==> src/sv/icl_pkg.sv <==
// Shared types, codes and sizes for the indexed circular list.
`default_nettype none
package icl_pkg;

   // store geometry
   localparam int RING_DEPTH  = 64;
   localparam int DATA_WIDTH  = 32;
   localparam int ADDR_WIDTH  = $clog2(RING_DEPTH);
   localparam int COUNT_WIDTH = $clog2(RING_DEPTH + 1);

   // operation codes of a request
   localparam logic [1:0] CMD_INSERT = 2'd0;
   localparam logic [1:0] CMD_REMOVE = 2'd1;
   localparam logic [1:0] CMD_READ   = 2'd2;
   localparam logic [1:0] CMD_SET    = 2'd3;

   // status codes of a response
   localparam logic [1:0] ST_OK    = 2'd0;
   localparam logic [1:0] ST_RANGE = 2'd1;
   localparam logic [1:0] ST_FULL  = 2'd2;

   typedef struct packed {
      logic [1:0]        cmd;
      logic signed [7:0] position;
      logic [31:0]       value;
   } icl_req_type;

   typedef struct packed {
      logic [31:0] data_out;
      logic [6:0]  count_out;
      logic [1:0]  status;
   } icl_rsp_type;

   // work to be done on the store once a request is checked
   typedef enum logic [2:0] {
      OP_NONE,
      OP_INSERT,
      OP_REMOVE,
      OP_READ,
      OP_WRITE
   } icl_op_type;

   typedef struct packed {
      logic [1:0]            status;
      icl_op_type            op;
      logic [ADDR_WIDTH-1:0] index;
      logic                  front;
      logic                  ascend;
      logic [ADDR_WIDTH-1:0] moves;
      logic [ADDR_WIDTH-1:0] first_src;
   } icl_plan_type;

   typedef struct packed {
      logic                  en;
      logic [ADDR_WIDTH-1:0] addr;
      logic [DATA_WIDTH-1:0] data;
   } icl_wr_type;

endpackage
`default_nettype wire

==> src/sv/icl_ring.sv <==
// Ring store: one write port, one read port with registered read data.
`default_nettype none
module icl_ring (
   input  wire                            clock,
   input  icl_pkg::icl_wr_type            wr,
   input  wire  [icl_pkg::ADDR_WIDTH-1:0] rd_addr,
   output logic [icl_pkg::DATA_WIDTH-1:0] rd_data
);
   import icl_pkg::*;

   logic [DATA_WIDTH-1:0] mem_ff [RING_DEPTH];
   logic [DATA_WIDTH-1:0] rd_data_ff;

   // write when asked, read every cycle
   always_ff @(posedge clock) begin
      if (wr.en) begin
         mem_ff[wr.addr] <= wr.data;
      end
      rd_data_ff <= mem_ff[rd_addr];
   end

   assign rd_data = rd_data_ff;

endmodule
`default_nettype wire

==> src/sv/icl_check.sv <==
// Request check: index range, fullness, and the shift plan for the store.
`default_nettype none
module icl_check (
   input  icl_pkg::icl_req_type             req,
   input  wire  [icl_pkg::COUNT_WIDTH-1:0]  count,
   output icl_pkg::icl_plan_type            plan
);
   import icl_pkg::*;

   logic signed [8:0]      pos_s;
   logic signed [8:0]      cnt_s;
   logic                   neg;
   logic                   minus_one;
   logic                   gt_n;
   logic                   ge_n;
   logic                   full;
   logic [COUNT_WIDTH-1:0] k;
   logic [COUNT_WIDTH-1:0] half;
   logic [COUNT_WIDTH-1:0] mv;
   logic [COUNT_WIDTH-1:0] src;
   logic                   front;

   always_comb begin
      pos_s     = {req.position[7], req.position};
      cnt_s     = signed'({2'b00, count});
      neg       = req.position[7];
      minus_one = (req.position == -8'sd1);
      gt_n      = pos_s > cnt_s;
      ge_n      = pos_s >= cnt_s;
      full      = (count == COUNT_WIDTH'(RING_DEPTH));
      half      = count >> 1;

      plan.status = ST_OK;
      plan.op     = OP_NONE;
      k           = req.position[COUNT_WIDTH-1:0];

      // classify the request
      unique case (req.cmd)
         CMD_INSERT: begin
            if (neg || gt_n) begin
               plan.status = ST_RANGE;
            end else if (full) begin
               plan.status = ST_FULL;
            end else begin
               plan.op = OP_INSERT;
            end
         end
         CMD_REMOVE: begin
            if (neg || ge_n) begin
               plan.status = ST_RANGE;
            end else begin
               plan.op = OP_REMOVE;
            end
         end
         CMD_READ: begin
            if (neg || ge_n) begin
               plan.status = ST_RANGE;
            end else begin
               plan.op = OP_READ;
            end
         end
         CMD_SET: begin
            if ((neg && !minus_one) || gt_n) begin
               plan.status = ST_RANGE;
            end else if (minus_one || !ge_n == 1'b0) begin
               // front insert or append
               if (full) begin
                  plan.status = ST_FULL;
               end else begin
                  plan.op = OP_INSERT;
                  k       = minus_one ? '0 : count;
               end
            end else begin
               plan.op = OP_WRITE;
            end
         end
         default: begin
            plan.status = ST_RANGE;
         end
      endcase

      // pick the shorter side to shift
      if (plan.op == OP_REMOVE) begin
         front = k < half;
         mv    = front ? k : count - k - COUNT_WIDTH'(1);
         src   = front ? k - COUNT_WIDTH'(1) : k + COUNT_WIDTH'(1);
      end else begin
         front = k <= half;
         mv    = front ? k : count - k;
         src   = front ? COUNT_WIDTH'(1) : count - COUNT_WIDTH'(1);
      end

      plan.index     = k[ADDR_WIDTH-1:0];
      plan.front     = front;
      plan.ascend    = (plan.op == OP_REMOVE) ? !front : front;
      plan.moves     = mv[ADDR_WIDTH-1:0];
      plan.first_src = src[ADDR_WIDTH-1:0];
   end

endmodule
`default_nettype wire

==> src/sv/indexed_circular_list.sv <==
// Indexed circular list: sequencer over the ring store and its address adder.
// Steps: a rejected request is answered after DECIDE, a read or overwrite after DECIDE and GRAB,
// an insert after DECIDE, SHIFT and FINAL, and a remove after DECIDE, GRAB, SHIFT and FINAL; in SHIFT,
// m (0 to 31) entries are moved one slot along the shorter side.
// Moves go one per cycle through the single ring port pair.
// busy drops as the response strobes, so the next request can be accepted in that cycle.
// Reset clears head and count; ring contents are not cleared and need no clearing pass.
`default_nettype none
module indexed_circular_list (
   input  wire                   clock,
   input  wire                   reset,
   input  wire                   start,
   output logic                  busy,
   input  icl_pkg::icl_req_type  req_item,
   output logic                  rsp_valid,
   output icl_pkg::icl_rsp_type  rsp_item
);
   import icl_pkg::*;

   typedef enum logic [2:0] {
      IDLE_ST,
      DECIDE_ST,
      GRAB_ST,
      SHIFT_ST,
      FINAL_ST
   } state_type;

   state_type              state_ff;
   logic                   busy_ff;
   logic                   rsp_valid_ff;
   icl_rsp_type            rsp_ff;
   icl_req_type            req_ff;
   icl_op_type             op_ff;
   logic [ADDR_WIDTH-1:0]  k_ff;
   logic                   front_ff;
   logic                   ascend_ff;
   logic [ADDR_WIDTH-1:0]  left_ff;
   logic [ADDR_WIDTH-1:0]  pos_ff;
   logic                   pend_ff;
   logic [ADDR_WIDTH-1:0]  wa_ff;
   logic [ADDR_WIDTH-1:0]  head_ff;
   logic [COUNT_WIDTH-1:0] count_ff;
   logic [DATA_WIDTH-1:0]  data_ff;

   icl_plan_type           plan;
   icl_wr_type             wr;
   logic [ADDR_WIDTH-1:0]  idx;
   logic [ADDR_WIDTH-1:0]  ring_addr;
   logic [DATA_WIDTH-1:0]  rd_data;

   icl_check u_check (
      .req   (req_ff),
      .count (count_ff),
      .plan  (plan)
   );

   icl_ring u_ring (
      .clock   (clock),
      .wr      (wr),
      .rd_addr (ring_addr),
      .rd_data (rd_data)
   );

   // shared address adder: physical slot of a logical index
   always_comb begin
      unique case (state_ff)
         SHIFT_ST:  idx = pos_ff;
         DECIDE_ST: idx = plan.index;
         default:   idx = k_ff;
      endcase
      ring_addr = head_ff + idx;
   end

   // store writes: a shifted entry, an overwrite or the inserted word
   always_comb begin
      wr.en   = 1'b0;
      wr.addr = ring_addr;
      wr.data = req_ff.value;
      if (state_ff == SHIFT_ST && pend_ff) begin
         wr.en   = 1'b1;
         wr.addr = wa_ff;
         wr.data = rd_data;
      end else if ((state_ff == GRAB_ST && op_ff == OP_WRITE) ||
                   (state_ff == FINAL_ST && op_ff == OP_INSERT)) begin
         wr.en = 1'b1;
      end
   end

   // sequencer
   always_ff @(posedge clock) begin
      if (reset) begin
         state_ff     <= IDLE_ST;
         busy_ff      <= 1'b0;
         rsp_valid_ff <= 1'b0;
         pend_ff      <= 1'b0;
         head_ff      <= '0;
         count_ff     <= '0;
      end else begin
         unique case (state_ff)
            IDLE_ST: begin
               rsp_valid_ff <= 1'b0;
               if (start) begin
                  req_ff   <= req_item;
                  busy_ff  <= 1'b1;
                  state_ff <= DECIDE_ST;
               end
            end
            DECIDE_ST: begin
               op_ff        <= plan.op;
               k_ff         <= plan.index;
               front_ff     <= plan.front;
               ascend_ff    <= plan.ascend;
               left_ff      <= plan.moves;
               pos_ff       <= plan.first_src;
               pend_ff      <= 1'b0;
               rsp_valid_ff <= (plan.status != ST_OK);
               if (plan.status != ST_OK) begin
                  rsp_ff   <= '{data_out: '0, count_out: count_ff, status: plan.status};
                  busy_ff  <= 1'b0;
                  state_ff <= IDLE_ST;
               end else if (plan.op == OP_INSERT) begin
                  if (plan.front) begin
                     head_ff <= head_ff - ADDR_WIDTH'(1);
                  end
                  state_ff <= SHIFT_ST;
               end else begin
                  state_ff <= GRAB_ST;
               end
            end
            GRAB_ST: begin
               data_ff      <= rd_data;
               rsp_valid_ff <= (op_ff != OP_REMOVE);
               if (op_ff == OP_REMOVE) begin
                  state_ff <= SHIFT_ST;
               end else begin
                  rsp_ff   <= '{data_out: rd_data, count_out: count_ff, status: ST_OK};
                  busy_ff  <= 1'b0;
                  state_ff <= IDLE_ST;
               end
            end
            SHIFT_ST: begin
               rsp_valid_ff <= 1'b0;
               // read one entry per cycle, write it one slot along in the following cycle
               if (left_ff != '0) begin
                  wa_ff   <= ascend_ff ? ring_addr - ADDR_WIDTH'(1)
                                       : ring_addr + ADDR_WIDTH'(1);
                  pos_ff  <= ascend_ff ? pos_ff + ADDR_WIDTH'(1) : pos_ff - ADDR_WIDTH'(1);
                  left_ff <= left_ff - ADDR_WIDTH'(1);
                  pend_ff <= 1'b1;
               end else begin
                  pend_ff <= 1'b0;
                  if (!pend_ff) begin
                     state_ff <= FINAL_ST;
                  end
               end
            end
            FINAL_ST: begin
               if (op_ff == OP_INSERT) begin
                  count_ff <= count_ff + COUNT_WIDTH'(1);
                  rsp_ff   <= '{data_out: '0, count_out: count_ff + COUNT_WIDTH'(1),
                                status: ST_OK};
               end else begin
                  if (front_ff) begin
                     head_ff <= head_ff + ADDR_WIDTH'(1);
                  end
                  count_ff <= count_ff - COUNT_WIDTH'(1);
                  rsp_ff   <= '{data_out: data_ff, count_out: count_ff - COUNT_WIDTH'(1),
                                status: ST_OK};
               end
               rsp_valid_ff <= 1'b1;
               busy_ff      <= 1'b0;
               state_ff     <= IDLE_ST;
            end
            default: begin
               rsp_valid_ff <= 1'b0;
               state_ff     <= IDLE_ST;
               busy_ff      <= 1'b0;
            end
         endcase
      end
   end

   assign busy      = busy_ff;
   assign rsp_valid = rsp_valid_ff;
   assign rsp_item  = rsp_ff;

endmodule
`default_nettype wire

==> config.mk <==
export PLATFORM = sky130hd
export DESIGN_NAME = indexed_circular_list
export DESIGN_NICKNAME = d
export VERILOG_FILES = /design/src/sv/icl_pkg.sv /design/src/sv/icl_ring.sv /design/src/sv/icl_check.sv /design/src/sv/indexed_circular_list.sv
export SDC_FILE = /design/constraint.sdc
export NUM_CORES = 2
export LEC_CHECK = 0
export ABC_AREA = 1
export ABC_CLOCK_PERIOD_IN_PS = 18000
export BUFFER_PORTS_ARGS = -buffer_cell sky130_fd_sc_hd__clkbuf_2
export CAP_MARGIN = 15
export CORE_MARGIN = 3
export CORE_UTILIZATION = 35
export DETAILED_ROUTE_END_ITERATION = 6
export HOLD_SLACK_MARGIN = 0.1
export MAX_ROUTING_LAYER = met4
export SLEW_MARGIN = 10
export SYNTH_ARGS = -nofsm -noshare
export SYNTH_HDL_FRONTEND = slang
export SYNTH_SLANG_ARGS = --single-unit
export TNS_END_PERCENT = 10
==> constraint.sdc <==
create_clock -name clock -period 18 [get_ports clock]
set_input_delay 1.8 -clock clock [delete_from_list [all_inputs] [get_ports clock]]
set_output_delay 1.8 -clock clock [all_outputs]
set_load 0.1 [all_outputs]
# Yosys cells after proc, flatten, opt, wreduce, memory -nomap -nowiden
# Memories as Yosys holds them, arrays and structs flattened. A register that Yosys moved wholly into a read port is not among the register bits.
# Cells that the tools add are included.
[word_totals] regBits=163 latchBits=0 n_memories=1 ram_bits=2048 rom_bits=0
[mem_list] name="u_ring.mem_ff" words=64 word_bits=32 rd=1 rd_clocked_by_memory_dff=1 wr=1 line_no="icl_ring.sv:11" source="logic [DATA_WIDTH-1:0] mem_ff [RING_DEPTH];"
[classes] muxes=62 order_cmp=4 mul=0 n_bitwise=2 n_eq_ne=26 addsub=14 div=0 shifts=0 reduce_logical=27
[ops] op="41-bit two-way mux" n=3
[ops] op="41-bit one-hot mux with 3 select lines" n=1
[ops] op="6-bit two-way mux" n=15
[ops] op="6-bit one-hot mux with 2 select lines" n=4
[ops] op="7-bit two-way mux" n=6
[ops] op="38-bit two-way mux" n=1
[ops] op="6-bit by 1-bit subtractor with 6-bit output (second input constant)" n=6
[ops] op="6-bit by 1-bit adder with 6-bit output (second input constant)" n=4
[ops] op="5-bit one-hot mux with 4 select lines" n=1
[ops] op="3-bit two-way mux" n=6
[ops] op="2-bit inequality test (second input constant)" n=9
[ops] op="2-bit two-way mux" n=8
[ops] op="1-bit two-way mux" n=13
[ops] op="3-bit by 2-bit equality test with 1-bit output (second input constant)" n=4
[ops] op="3-bit one-hot mux with 4 select lines" n=1
[ops] op="3-bit AND reduction" n=4
[ops] op="3-bit by 1-bit equality test with 1-bit output (second input constant)" n=3
[ops] op="8-bit by 1-bit equality test with 1-bit output (second input constant)" n=1
[ops] op="8-bit greater-or-equal comparator" n=1
[ops] op="8-bit greater-than comparator" n=1
[ops] op="4-bit AND reduction" n=2
[ops] op="7-bit by 1-bit adder with 7-bit output (second input constant)" n=1
[ops] op="7-bit equality test (second input constant)" n=1
[ops] op="7-bit by 6-bit <= comparator with 1-bit output" n=1
[ops] op="other kinds (23)" n=38

# Depth between registers and ports, before layout
[depth] ltp_word=12 ltp_mapped=35 ltp_nobuf=35

# Hierarchy
# Synthesis repeated with hierarchy kept, for this count alone.
[hier_totals] cells_unflattened=7724 area_unflattened_um2=91587.8
[modules_own_cells] mod="icl_ring" area_each_um2=82738.1 seq_area_each_um2=62139.6 cells_per_inst=6769 instances=1
[modules_own_cells] mod="indexed_circular_list" area_each_um2=7379.6 seq_area_each_um2=4704.5 cells_per_inst=702 instances=1
[modules_own_cells] mod="icl_check" area_each_um2=1470.2 seq_area_each_um2=0.0 cells_per_inst=253 instances=1

# Worst setup path after synthesis
# OpenSTA, ideal clock, no wires.
[synth_path] path_type="reg-to-reg" start="reg count_ff[1]" end="mem u_ring.mem_ff[56][0] (enable)" arrival_time_ns=5.464 required_time_ns=17.579 path_buffers=0 setup_slack_ns=12.115 setup_ns=0.421 path_stages_with_launch=27 cell_sequence="dfxtp_1 > inv_1 > ha_1 > nand2_1 > nand2_1 > nand2_1 > nand2_1 > nand2_1 > nand2_1 > nand3_1 > nand2_1 > clkinv_2 > nand3_4 > inv_1 > o21ai_0 > a21oi_1 > a21oi_1 > fa_1 > a21oi_1 > o21ai_0 > xor2_1 > nand2_1 > o21ai_1 > inv_1 > nor2_4 > nand2_2 > nor2_1"
[synth_lines] element="from (decl)" line_no="indexed_circular_list.sv:42" source="logic [COUNT_WIDTH-1:0] count_ff;"
[synth_lines] element="from (signal assigned)" line_no="indexed_circular_list.sv:159" source="count_ff <= count_ff + COUNT_WIDTH'(1);"
[synth_lines] element="from (signal assigned)" line_no="indexed_circular_list.sv:166" source="count_ff <= count_ff - COUNT_WIDTH'(1);"
[synth_lines] element="to (decl)" line_no="icl_ring.sv:11"

==> flow_summary.ini <==
[yosys]
ys_types = 49
ys_seq_area_share_pct = 75.1
synth_area_leaders = edfxtp_1 (74%), o21ai_0 (6.3%), o221ai_1 (5.0%), nor2_1 (4.9%), clkbuf_1 (1.7%)
synth_edf_count = 2192
ys_ff_latch = 2243
synthArstFlopShare_pct = 0
syn-cell-area_um2 = 89000
ys_warn_count = 0
synth_top_area_cell = edfxtp_1
synth_ff_type = edfxtp_1
synth_top_cell_area_share_pct = 74.0
synth_nets = 6724
synthCells = 6628
syn_area_per_cell_um2 = 13.4

[floorplanning]
core_area_um2 = 252000
row_count = 184
die-area_um2 = 260000
die_w_um = 510
io_pins = 88
die_h_um = 510
start_util_pct = 35.3

[clock_tree]
cts.repair.resized = 0
cts.sinks = 2243
numCtsBuffers = 222
clk_path_buf_depth = 3
htree_levels = 4
cts_tree = yes
clk_pin_slew_ns = 0.06
cts_setup_buffers = 0
cts-root-buf = clkbuf_16
clk_latency_ns = 0.89
postCtsHoldBufs = 0

[layout]
syn_to_final_growth_pct = 13.7
fin_area_um2 = 101000
final_cells = 10200
layout_common_cells = edfxtp_1 (2192), nor2_1 (1098), o21ai_0 (1084), o221ai_1 (513), nand2_1 (393)
fin_nets = 6734
drive_gt1_share_pct = 10.3
fill_cells = 23100
utilization_pct = 40.1
final_common_cell = edfxtp_1

[setup_path]
cp-end-kind = flop
crit_path_top_delay_cell = fa_4
cp-start-kind = flop
cp.arrival_ns = 8.88
max_stage_delay_ns = 1.01
cp_data_required_time_ns = 18.80
cp_common_cell = nand2_1
crit_path_max_fanout = 158
critPathKind = flop to flop

[timing]
slew_headroom_pct = 16.2
slew_viol_final = 0
setup_viol = 0
min_period_ns = 8.08
final.period_utilization_pct = 44.9
fin_ws_ns = 9.92
finClkSkew_ns = 0.0569
hold_violations = 0
worst_pin_slew_ns = 1.25
fin_tns_setup_ns = 0
maxClockFrequency_ghz = 0.124
rsz0062_at_grt = false

[place]
place_area_um2 = 94100
place_inst = 9761
port_buffers = 87
gp_congestion = 0.871
dpl.hpwl_um = 143000
dp_slack_ns = 9.99

[job]
max_cap_viol_count = 0

[global_route]
grt_max_degree = 203
track_usage_pct = 20.9
grt_pass1_wl_um = 390000
overflow = 0
grt_pass1_vias = 55500
antenna_found_initial = 14

[detailed_routing]
dr.pass1.iters = 7
wl_um = 271000
drc = 0
wl_per_cell_um = 26.6
viasPerCell = 5.73
num_vias = 58400
postRouteAntennaNets = 0
drt_iter0_markers = 7961

[pwr]
p_leak_nw = 32.1
ir_drop_mv = 0.102
powerDensity_nw_per_um2 = 129

[hold_path]
worstHoldPathType = flop to flop

[outcome]
status = complete, no violations
-- worst max-delay path, delay by kind of cell, from the launching register on --
family          cells  cell delay (ns)
buf+inv             9             3.59
fa+ha+maj           2             1.36
simple gates       11             1.09
compound gates      7             1.20
flops               1             0.52
-- worst paths after layout --
path	slack (ns)	cells after the start	endpoint	start
worst max-delay path	9.92	29	u_ring.rd_data[19]$_DFF_P_	count_ff[1]$_SDFFE_PP0P_
worst min-delay path	0.50	2	busy$_SDFFE_PP0P_	busy$_SDFFE_PP0P_
worst max register to register	9.92	29	u_ring.rd_data[19]$_DFF_P_	count_ff[1]$_SDFFE_PP0P_
worst min register to register	0.50	2	busy$_SDFFE_PP0P_	busy$_SDFFE_PP0P_
-- metrics by stage --
stage	hold slack [ns]	total power (W)
finish	0.498	0.0131
global route	0.545	0.0135
CTS	0.502	0.0131
detailed placement	0.494	0.00863
global placement	0.491	0.00859
floorplan	0.408	0.00747
-- flip-flops by register name (all words and copies together) (netlist names) --
register        cells
ascend_ff           1
busy                1
count_ff            7
data_ff            32
front_ff            1
head_ff             6
k_ff                6
left_ff             6
op_ff               3
pend_ff             1
pos_ff              6
req_ff             42
rsp_item           41
rsp_valid           1
state_ff            3
u_ring.mem_ff    2048
u_ring.rd_data     32
wa_ff               6
-- routing by layer --
layer,wire length (µm),global-route usage (%),share of wire [%],vias up
met2,123000,31.2,45,3026
met4,9830,7.38,3.6,0
met5,0,-,0,-
met1,112000,28.5,41,29800
li1,-,-,-,25100
met3,27200,3.91,10,463
-- cell usage after synthesis (2+ instances only) --
cell      instances
edfxtp_1       2192
nor2_1         1166
o21ai_0        1116
o221ai_1        513
clkbuf_1        402
nand2_1         396
nand3_1         219
inv_1           126
a21oi_1         111
dfxtp_1          51
ha_1             45
nor3_1           41
a211oi_1         36
a31oi_1          35
buf_2            33
buf_1            26
xor2_1           26
nand4_1          10
nand2_2           9
inv_2             7
nand3_2           7
xnor2_1           7
fa_1              6
nand3b_1          5
nand2_4           4
nor2_2            4
clkinv_1          3
nor2_4            3
nor3_2            3
o21ai_1           3
a22oi_1           2
buf_6             2
o21ai_4           2
o31ai_1           2
-- area by class of cell --
class                      count  area (µm²)  area share (%)
clock buffer                 294        5960            5.89
tap                         3348        4190            4.14
sequential                  2243       66800            66.1
clock inverter               120        1060            1.05
inverter                     137         553           0.547
multi-input combinational   3784       20800            20.5
timing repair buffer         250        1770            1.75
antenna                       13        32.5          0.0322
-- kinds of logic (layout without fill, tap and decap cells) --
kind of cell | Yosys count | in the layout | share of synthesized area [%]
flops | 2243 | 2243 | 75.1
mux | 1 | 1 | 0.0253
xor+xnor | 33 | 33 | 0.325
buf+inv | 601 | 801 | 2.60
simple gates | 1875 | 1875 | 8.54
compound gates | 1824 | 1824 | 12.6
other cells | 0 | 13 | 0
fa+ha+maj | 51 | 51 | 0.768
-- report_power, final --
part           switching (W)  total, W  internal [W]
Combinational        0.00200   0.00263      0.000623
Sequential          0.000148   0.00595       0.00580
Clock                0.00199   0.00450       0.00251
Total                0.00414    0.0131       0.00894
No activity file was read; power rests on OpenSTA's default activity.
